===== src/hw/rtl/double_ended_queue_macros.svh =====
// Assertion macros shared by the double-ended queue RTL.
`ifndef DOUBLE_ENDED_QUEUE_MACROS_SVH
`define DOUBLE_ENDED_QUEUE_MACROS_SVH

// Same-cycle implication, checked at every rising edge outside reset.
`define DEQ_ASSERT_IMP(label, clk, rstn, ante, cons, msg) \
    label: assert property (@(posedge clk) disable iff (!(rstn)) (ante) |-> (cons)) \
        else $error(msg);

// Next-cycle implication, checked at every rising edge outside reset.
`define DEQ_ASSERT_NXT(label, clk, rstn, ante, cons, msg) \
    label: assert property (@(posedge clk) disable iff (!(rstn)) (ante) |=> (cons)) \
        else $error(msg);

`endif


===== src/hw/rtl/deq_pkg.sv =====
// Shared codes, field widths and types of the double-ended queue.
`default_nettype none

package deq_pkg;

    localparam int DATA_W   = 32;
    localparam int CMD_W    = 2;
    localparam int STATUS_W = 2;
    localparam int OCC_W    = 5;

    typedef logic [CMD_W-1:0]    cmd_t;
    typedef logic [STATUS_W-1:0] status_t;

    localparam cmd_t CMD_PUSH_FRONT = 2'd0;
    localparam cmd_t CMD_POP_FRONT  = 2'd1;
    localparam cmd_t CMD_PUSH_REAR  = 2'd2;
    localparam cmd_t CMD_POP_REAR   = 2'd3;

    localparam status_t STATUS_OK    = 2'd0;
    localparam status_t STATUS_EMPTY = 2'd1;
    localparam status_t STATUS_FULL  = 2'd2;

endpackage

`default_nettype wire


===== src/hw/rtl/deq_ram.sv =====
// Single-port entry memory with a registered read port.
`default_nettype none

module deq_ram
    import deq_pkg::*;
#(
    parameter int DEPTH = 16
) (
    input  wire logic                     aclk,
    input  wire logic                     wr_en,
    input  wire logic                     rd_en,
    input  wire logic [$clog2(DEPTH)-1:0] addr,
    input  wire logic [DATA_W-1:0]        wr_data,
    output logic      [DATA_W-1:0]        rd_data
);

    logic [DATA_W-1:0] mem [DEPTH];
    logic [DATA_W-1:0] rd_data_reg;

    always_ff @(posedge aclk) begin
        if (wr_en) begin
            mem[addr] <= wr_data;
        end
    end

    // Read data is held until the next read so a stalled consumer sees it stay put.
    always_ff @(posedge aclk) begin
        if (rd_en) begin
            rd_data_reg <= mem[addr];
        end
    end

    assign rd_data = rd_data_reg;

endmodule

`default_nettype wire


===== src/hw/rtl/double_ended_queue.sv =====
// Top level of the double-ended queue: pointer control, read stage and output register.
//
// Usage:
//   Requests arrive on the s_ stream. s_tuser carries the command (push front,
//   pop front, push rear, pop rear) and s_tdata the 32-bit signed value, which
//   pops ignore. Every request yields exactly one result on the m_ stream:
//   m_tdata holds the popped value (zero otherwise) and the occupancy after the
//   operation, m_tuser holds the status (ok, empty, or full).
//   Throughput is one request per cycle while m_tready is held high. The
//   accepting edge loads the read stage and the registered read port of
//   the single-port entry memory, and m_tvalid rises as the read stage advances.
//   A push into a full queue reports full and stores nothing; a pop from an
//   empty queue reports empty and returns zero. Pointer and count updates take
//   effect at the accepting edge, so back-to-back requests always see the
//   state left by the request before them.
//   Reset (aresetn low, synchronous) empties the queue and drops any result in
//   flight; the entry memory itself is not cleared since no entry is read
//   before it is written. When the receiver holds m_tready low, the output
//   register and then the read stage fill, after which s_tready drops.
`default_nettype none

module double_ended_queue
    import deq_pkg::*;
#(
    parameter int DEPTH = 16
) (
    input  wire logic        aclk,
    input  wire logic        aresetn,
    // Request stream.
    input  wire logic        s_tvalid,
    output logic             s_tready,
    input  wire logic [31:0] s_tdata,   // [31:0] value
    input  wire logic [1:0]  s_tuser,   // [1:0] cmd
    // Result stream.
    output logic             m_tvalid,
    input  wire logic        m_tready,
    output logic      [39:0] m_tdata,   // [31:0] data, [36:32] occupancy, [39:37] zero
    output logic      [1:0]  m_tuser    // [1:0] status
);

    localparam int IDX_W = $clog2(DEPTH);
    localparam int CNT_W = $clog2(DEPTH + 1);

    localparam logic [CNT_W-1:0] DEPTH_CNT = CNT_W'(DEPTH);
    localparam logic [CNT_W:0]   DEPTH_SUM = (CNT_W + 1)'(DEPTH);
    localparam logic [IDX_W-1:0] LAST_IDX  = IDX_W'(DEPTH - 1);

    // Ring pointers: front entry index and number of stored entries.
    logic [IDX_W-1:0] front_reg, front_next;
    logic [CNT_W-1:0] count_reg, count_next;

    // Read stage: request accepted, memory read under way.
    logic             p_valid_reg, p_valid_next;
    logic             p_pop_reg;
    status_t          p_status_reg;
    logic [CNT_W-1:0] p_count_reg;

    // Output register.
    logic              m_valid_reg, m_valid_next;
    logic [DATA_W-1:0] m_data_reg;
    status_t           m_status_reg;
    logic [OCC_W-1:0]  m_occ_reg;

    logic              accept;
    logic              out_ready;
    logic              p_advance;
    cmd_t              cmd;
    logic              is_full;
    logic              is_empty;
    logic [IDX_W-1:0]  front_dec;
    logic [IDX_W-1:0]  front_inc;
    logic [CNT_W:0]    tail_sum;
    logic [CNT_W:0]    rear_sum;
    logic [CNT_W:0]    tail_wrap;
    logic [CNT_W:0]    rear_wrap;
    logic              ram_wr;
    logic              ram_rd;
    logic [IDX_W-1:0]  ram_addr;
    logic [DATA_W-1:0] ram_rdata;
    logic              pop_ok;
    status_t           status_now;
    logic [CNT_W+4:0]  occ_ext;

    // Handshake: the read stage moves on whenever the output register is free or draining.
    assign out_ready = !m_valid_reg || m_tready;
    assign p_advance = p_valid_reg && out_ready;
    assign s_tready  = !p_valid_reg || out_ready;
    assign accept    = s_tvalid && s_tready;
    assign cmd       = s_tuser;

    assign is_full  = (count_reg == DEPTH_CNT);
    assign is_empty = (count_reg == '0);

    // Ring index arithmetic; every sum stays below twice DEPTH, so one subtract wraps it.
    assign front_dec = (front_reg == '0) ? LAST_IDX : front_reg - 1'b1;
    assign front_inc = (front_reg == LAST_IDX) ? '0 : front_reg + 1'b1;
    assign tail_sum  = (CNT_W + 1)'(front_reg) + (CNT_W + 1)'(count_reg);
    assign rear_sum  = tail_sum - 1'b1;
    assign tail_wrap = (tail_sum >= DEPTH_SUM) ? tail_sum - DEPTH_SUM : tail_sum;
    assign rear_wrap = (rear_sum >= DEPTH_SUM) ? rear_sum - DEPTH_SUM : rear_sum;

    // Command decode: pick the memory access and the new pointers.
    always_comb begin
        front_next = front_reg;
        count_next = count_reg;
        ram_wr     = 1'b0;
        ram_rd     = 1'b0;
        ram_addr   = front_reg;
        pop_ok     = 1'b0;
        status_now = STATUS_OK;
        case (cmd)
            CMD_PUSH_FRONT: begin
                if (is_full) begin
                    status_now = STATUS_FULL;
                end else begin
                    ram_wr     = accept;
                    ram_addr   = front_dec;
                    front_next = front_dec;
                    count_next = count_reg + 1'b1;
                end
            end
            CMD_POP_FRONT: begin
                if (is_empty) begin
                    status_now = STATUS_EMPTY;
                end else begin
                    ram_rd     = accept;
                    pop_ok     = 1'b1;
                    ram_addr   = front_reg;
                    front_next = front_inc;
                    count_next = count_reg - 1'b1;
                end
            end
            CMD_PUSH_REAR: begin
                if (is_full) begin
                    status_now = STATUS_FULL;
                end else begin
                    ram_wr     = accept;
                    ram_addr   = tail_wrap[IDX_W-1:0];
                    count_next = count_reg + 1'b1;
                end
            end
            CMD_POP_REAR: begin
                if (is_empty) begin
                    status_now = STATUS_EMPTY;
                end else begin
                    ram_rd     = accept;
                    pop_ok     = 1'b1;
                    ram_addr   = rear_wrap[IDX_W-1:0];
                    count_next = count_reg - 1'b1;
                end
            end
            default: begin
                status_now = STATUS_OK;
            end
        endcase
    end

    // A write lands at the accepting edge, so a read by the next request already sees it.
    deq_ram #(
        .DEPTH (DEPTH)
    ) u_ram (
        .aclk    (aclk),
        .wr_en   (ram_wr),
        .rd_en   (ram_rd),
        .addr    (ram_addr),
        .wr_data (s_tdata),
        .rd_data (ram_rdata)
    );

    always_comb begin
        p_valid_next = p_valid_reg;
        if (accept) begin
            p_valid_next = 1'b1;
        end else if (p_advance) begin
            p_valid_next = 1'b0;
        end
    end

    always_comb begin
        m_valid_next = m_valid_reg;
        if (p_advance) begin
            m_valid_next = 1'b1;
        end else if (m_tready) begin
            m_valid_next = 1'b0;
        end
    end

    always_ff @(posedge aclk) begin
        if (!aresetn) begin
            front_reg   <= '0;
            count_reg   <= '0;
            p_valid_reg <= 1'b0;
            m_valid_reg <= 1'b0;
        end else begin
            p_valid_reg <= p_valid_next;
            m_valid_reg <= m_valid_next;
            if (accept) begin
                front_reg <= front_next;
                count_reg <= count_next;
            end
        end
    end

    always_ff @(posedge aclk) begin
        if (accept) begin
            p_pop_reg    <= pop_ok;
            p_status_reg <= status_now;
            p_count_reg  <= count_next;
        end
    end

    // Occupancy is reported modulo 32.
    assign occ_ext = (CNT_W + 5)'(p_count_reg);

    always_ff @(posedge aclk) begin
        if (p_advance) begin
            m_data_reg   <= p_pop_reg ? ram_rdata : '0;
            m_status_reg <= p_status_reg;
            m_occ_reg    <= occ_ext[OCC_W-1:0];
        end
    end

    assign m_tvalid = m_valid_reg;
    assign m_tdata  = {3'b000, m_occ_reg, m_data_reg};
    assign m_tuser  = m_status_reg;

    `include "double_ended_queue_macros.svh"

    // The count never runs past the ring size.
    `DEQ_ASSERT_IMP(a_count_bound, aclk, aresetn, 1'b1, count_reg <= DEPTH_CNT,
        "entry count exceeds DEPTH")

    // A refused push leaves the pointers untouched.
    `DEQ_ASSERT_NXT(a_full_holds, aclk, aresetn,
        accept && (cmd == CMD_PUSH_FRONT || cmd == CMD_PUSH_REAR) && is_full,
        $stable(count_reg) && $stable(front_reg), "push into full queue moved pointers")

    // A result that reports empty carries zero data.
    `DEQ_ASSERT_IMP(a_empty_zero, aclk, aresetn,
        m_valid_reg && m_status_reg == STATUS_EMPTY, m_data_reg == '0,
        "empty result carries nonzero data")

    // The read stage never holds a result while the output register is free to take it.
    `DEQ_ASSERT_NXT(a_stage_drains, aclk, aresetn,
        p_valid_reg && !m_valid_reg && !accept, !p_valid_reg && m_valid_reg,
        "read stage failed to drain into free output register")

endmodule

`default_nettype wire

===== config.mk =====
export PLATFORM = sky130hd
export DESIGN_NAME = double_ended_queue
export DESIGN_NICKNAME = d
export VERILOG_FILES = /design/src/hw/rtl/deq_pkg.sv /design/src/hw/rtl/deq_ram.sv /design/src/hw/rtl/double_ended_queue.sv
export VERILOG_INCLUDE_DIRS = /design/src /design/src/hw/rtl
export SDC_FILE = /design/constraint.sdc
export NUM_CORES = 1
export LEC_CHECK = 0
export BUFFER_PORTS_ARGS = -buffer_cell sky130_fd_sc_hd__buf_2
export CAP_MARGIN = 20
export CORE_ASPECT_RATIO = 1.1
export CORE_MARGIN = 2
export CORE_UTILIZATION = 36
export CTS_CLUSTER_DIAMETER = 80
export DETAILED_ROUTE_END_ITERATION = 8
export SYNTH_ARGS = -nofsm -noshare
export SYNTH_HDL_FRONTEND = slang
export SYNTH_SLANG_ARGS = --single-unit

===== constraint.sdc =====
create_clock -name aclk -period 5 [get_ports aclk]
set_clock_uncertainty 0.1 [all_clocks]
set_input_delay 0.25 -clock aclk [delete_from_list [all_inputs] [get_ports aclk]]
set_output_delay 0.25 -clock aclk [all_outputs]
set_load 0.01 [all_outputs]

* Word level (Yosys, flattened, before mapping) *
Memory sizes are Yosys's and may differ from the RTL's. A register that Yosys moved wholly into a read port is not among the register bits.
Index checks and enable logic that the tools add are counted.

cells by class
  reductions and logical operators = 15
  add/subtract/negate cells = 8
  $lt $le $gt $ge = 2
  equality and inequality tests = 6
  mux-type cells = 27

operator list
  kind                 number
  $mux 4               8
  $pmux 4 s4           1
  $ge 6x5->1 const B   2
  $mux 1               12
  $sub 4x1->4 const B  3
  $mux 5               2
  $pmux 5 s2           1
  $pmux 4 s2           1
  $add 4x5->6          1
  $reduce_bool 2->1    3
  $sub 6x1->6 const B  1
  $add 5x1->5 const B  1
  $eq 5x5->1 const B   1
  $logic_not 5->1      1
  $sub 5x1->5 const B  1
  $add 4x1->4 const B  1
  $eq 2x2->1 const B   2
  $eq 4x4->1 const B   1
  $logic_not 4->1      1
  $pmux 2 s2           1
  $reduce_or 2->1      2
  $reduce_and 3->1     1
  $eq 2x1->1 const B   1
  $logic_and 1x1->1    2
  other kinds (5)      7

storage, ports and cells
  memories kept = 1
  RAM bits = 512
  input bits = 38
  register bits after elaboration = 58
  output and inout port bits = 44

memories
  memory     depth  bits a word  read ports  clocked after Yosys merged registers in  wr ports  line           RTL
  u_ram.mem  16     32           1           1                                        1         deq_ram.sv:17  logic [DATA_W-1:0] mem [DEPTH];

* Depth between registers and ports, before layout *
  depth in word-level cells = 8
  gate-level depth with buffers = 13
  depth with buffers taken out = 10

* By module *
Synthesis repeated with hierarchy kept, for this count alone.

unflattened totals
  cell total of the unflattened synthesis = 1,099
  area total of the unflattened synthesis = 23,075.9 µm²

by module, submodules not included
  module              area an instance (µm²)  sequential area each (µm²)  cells each  times used
  deq_ram             20,183.1                16,335.7                    840         1
  double_ended_queue  2,892.8                 1,631.6                     259         1

* Worst setup path before layout *
OpenSTA, ideal clock, no wires.

  kind = reg2reg
  from = reg count_reg[0]
  to = mem u_ram.mem[14][0] (enable)
  path buffers = 3
  setup time = 421 ps
  setup slack = 599 ps
  clock period less this slack = 4,401 ps
  arrival = 3,880 ps
  stages on the path, launching flop included = 13
  data required time = 4,479 ps
  cell sequence = dfxtp_1 ha_1 fa_1 inv_1 ha_1 xor2_1 o21ai_0 o211a_1 buf_2 buf_2 clkbuf_1 nand2_1 nor2_1

between the ends
  word-level cells in the longest chain between the ends = 6
  elaborated cells between the ends (all ways) = 18

ends and longest elaborated chain
  item                                       line                       RTL
  from (decl)                                double_ended_queue.sv:50   logic [CNT_W-1:0] count_reg, count_next;
  from (signal assigned)                     double_ended_queue.sv:199  count_reg <= count_next;
  $add 4x5->6                                double_ended_queue.sv:97   assign tail_sum = (CNT_W + 1)'(front_reg) + (CNT_W + 1)'(count_reg);
  $sub 6x1->6                                double_ended_queue.sv:98   assign rear_sum = tail_sum - 1'b1;
  $ge 6x5->1 or $sub 4x1->4 (tied branches)  double_ended_queue.sv:100  assign rear_wrap = (rear_sum >= DEPTH_SUM) ? rear_sum - DEPTH_SUM : rear_sum;
  $mux 4                                     double_ended_queue.sv:100
  $mux 4                                     double_ended_queue.sv:143  if (is_empty) begin
  $pmux 4 s4                                 double_ended_queue.sv:111  case (cmd)
  to (decl)                                  deq_ram.sv:17

Parallel ways exist; a longest one is shown, timed or not.

* Worst setup path after layout *
  from = reg front_reg[0]
  to = reg u_ram.rd_data_reg[28], in the netlist u_ram.rd_data[28] (read register of u_ram.mem) (data pin)

between the ends
  word-level cells in the longest chain between the ends = 6
  elaborated cells between the ends (all ways) = 15

ends and longest elaborated chain
  item                                       line                       RTL
  from (decl)                                double_ended_queue.sv:49   logic [IDX_W-1:0] front_reg, front_next;
  from (signal assigned)                     double_ended_queue.sv:198  front_reg <= front_next;
  $add 4x5->6                                double_ended_queue.sv:97
  $sub 6x1->6                                double_ended_queue.sv:98
  $ge 6x5->1 or $sub 4x1->4 (tied branches)  double_ended_queue.sv:100
  $mux 4                                     double_ended_queue.sv:100
  $mux 4                                     double_ended_queue.sv:143
  $pmux 4 s4 (*)                             double_ended_queue.sv:111
  to (decl)                                  deq_ram.sv:18              logic [DATA_W-1:0] rd_data_reg;

Mark *: on every way between the ends. The rest lies on a longest branch, timed or not.
A chain may end at the register's enable or synchronous reset.

==> metrics <==
Synth Cell Area=24600 um^2; gr usage total=0.165; CTS resizes=0; WHS Path Cells=2; max FFs per register=512; dpl hpwl=31.7 mm; sequential area share after synthesis=0.731; RSZ-0062 raised after global routing=no; Final Hold Fails=0; Vias=13200; CTS Buf Count=66; DRC violations left=0; top area cells in the synthesized netlist=edfxtp_1, mux2i_1, nand3_1; register area=18000 um^2; power density cells=454 nW/um^2; share of cells above drive strength 1=0.191; vias in the first global route=13500; capture point of the worst reg-to-reg path=u_ram.rd_data[28]$_DFFE_PP_; ys async rst share=0; row count=100; Max-cap violations=0; Root Driver=clkbuf_16; Setup Buffers After CTS=0; fin area=28600 um^2; Crit path required time=5.23 ns; Yosys reg bits=602; minimum clock period after layout=4.09 ns; YS warnings=0; Setup CP Type=reg2reg; Max FO, Critical Path=104; initial core utilization=0.363; worst skew pair latency=0.60 ns; Synth top area share=0.722; Reg2Reg Launch Point=front_reg[0]$_SDFFE_PN0P_; Lkg Pwr=0.00977 uW; DRT iter0 DRCs=1159; drt total wl=57.9 mm; max-slew violations=0; Final Setup Violations=0; setup TNS=0 ns; io pins=82; Slew headroom=0.315; First-pass DRT Iterations=5; WHS Endpoint=p_status_reg[1]$_SDFFCE_PN0P_; grt total ovfl=0; vias per cell=5.19; CORE AREA=67700 um^2; worst hold path class=in2reg; Reg clk slew, reported paths=0.06 ns; Clock Sink Count=602; R2R cell count=10; Fillers=5961; Worst Hold Launch=s_tuser[0]; area leader, netlist=edfxtp_1; Routed Antenna Nets=0; largest net degree at the start of global routing=105; Max Freq=244 MHz; VDD IR max=0.293 mV; Critical Path End Type=flip-flop; worst slew pin tran=1.03 ns; Tcrit/Tclk final=0.818; Die Height=278 um; total power=13000 uW; clock buffer depth=3; cells after synthesis=1454; routed len/inst=22.7 um; Multi-input gate area=5940 um^2; area growth from synthesis to layout=16.2%; R2R setup slack=0.91 ns; H-Tree Depth=3; I/O Buffers=78; die width=253 um; Post-DP Area=26000 um^2; Hold Buf Count CTS=37; GP Congestion=0.777; CTS tree=yes; critical path arrival=4.32 ns; most common cell after layout, fill and taps aside=edfxtp_1; final net count=1632; Final Non-Filler Cells=2550; placed cell count=2397; Post-synth EDFFs=591; initial antenna violation count=2; die area=70400 um^2; outcome=complete, no violations; Synth Flop Type=edfxtp_1; Mapped Avg Cell Area=16.9 um^2; crit start category=flip-flop; first-pass GRT wire length=86.3 mm; Yosys cell types=56; commonest cells after routing, fill and taps aside=edfxtp_1, mux2i_1, nand3_1
-- worst max path at each step --
stage	from	end	slack, ns	depth (start not counted)
detailed placement	front_reg[0]$_SDFFE_PN0P_	u_ram.rd_data[21]$_DFFE_PP_	0.91	11
CTS	front_reg[0]$_SDFFE_PN0P_	u_ram.rd_data[21]$_DFFE_PP_	0.88	11
global route	front_reg[0]$_SDFFE_PN0P_	u_ram.rd_data[21]$_DFFE_PP_	0.65	11
finish	front_reg[0]$_SDFFE_PN0P_	u_ram.rd_data[28]$_DFFE_PP_	0.91	10
global placement	front_reg[0]$_SDFFE_PN0P_	u_ram.rd_data[21]$_DFFE_PP_	0.94	11
floorplan	count_reg[0]$_SDFFE_PN0P_	u_ram.mem[14][0]$_DFFE_PP_	0.60	12
-- Yosys cell counts (7+ instances only) --
cell / number
nor2b_1: 8
edfxtp_1: 591
a21oi_1: 13
clkbuf_1: 29
nand2_1: 17
buf_12: 21
mux2_2: 66
o2111ai_1: 64
inv_1: 11
buf_2: 40
and2_1: 36
o21ai_0: 7
nor2_1: 31
mux2i_1: 227
nand3_1: 199
ha_1: 9
dfxtp_1: 11
-- metrics by stage --
step	utilization	hold WS, ns	setup slack [ns]
finish	0.422	0.173	0.909
global route	0.422	0.195	0.645
CTS	0.422	0.134	0.881
detailed placement	0.384	0.309	0.913
global placement	0.384	0.308	0.940
floorplan	-	0.249	0.599
-- cell type report --
type | count | area share
Inverter | 11 | 0.00145
Sequential cell | 602 | 0.629
Antenna cell | 1 | 0.0000876
Clock buffer | 81 | 0.0620
Tap cell | 918 | 0.0402
Multi-Input combinational cell | 742 | 0.208
Timing Repair Buffer | 161 | 0.0453
Clock inverter | 34 | 0.0138
-- routing by layer --
metal  global-route usage  routed length (um)  vias to the layer above
li1                     -                   -                     6008
met1                0.221               25000                     6721
met2                0.273               28300                      407
met3               0.0289                3310                       92
met4               0.0511                1280                        2
met5                    0                  13                        -
-- cells by family (layout without fill, tap and decap cells) --
group           after synthesis  in the layout  synth area share
flops                       602            602             0.731
fa+ha+maj                    10             10           0.00539
simple gates                312            312            0.0653
xor+xnor                      8              8           0.00341
buf+inv                     112            287            0.0349
other cells                   1              4          0.000153
mux                         293            293             0.123
compound gates              116            116            0.0375
-- power by group --
group	switching [uW]	total, uW	leakage [uW]	internal [uW]
registers	66.5	5860	0.00545	5800
logic	1410	2260	0.00326	854
clock network	1980	4840	0.00106	2860
total	3450	13000	0.00977	9510
-- worst max-delay path: stages, from the launching register on --
cell and delay (ns):
dfxtp_1 0.41, ha_1 0.27, fa_1 0.54, inv_1 0.07, ha_1 0.29, mux2i_1 0.16
o211a_4 0.56, buf_12 0.54, mux2_2 0.41, o2111ai_1 0.17, mux2i_1 0.10
No activity file was read; power rests on OpenSTA's default activity.
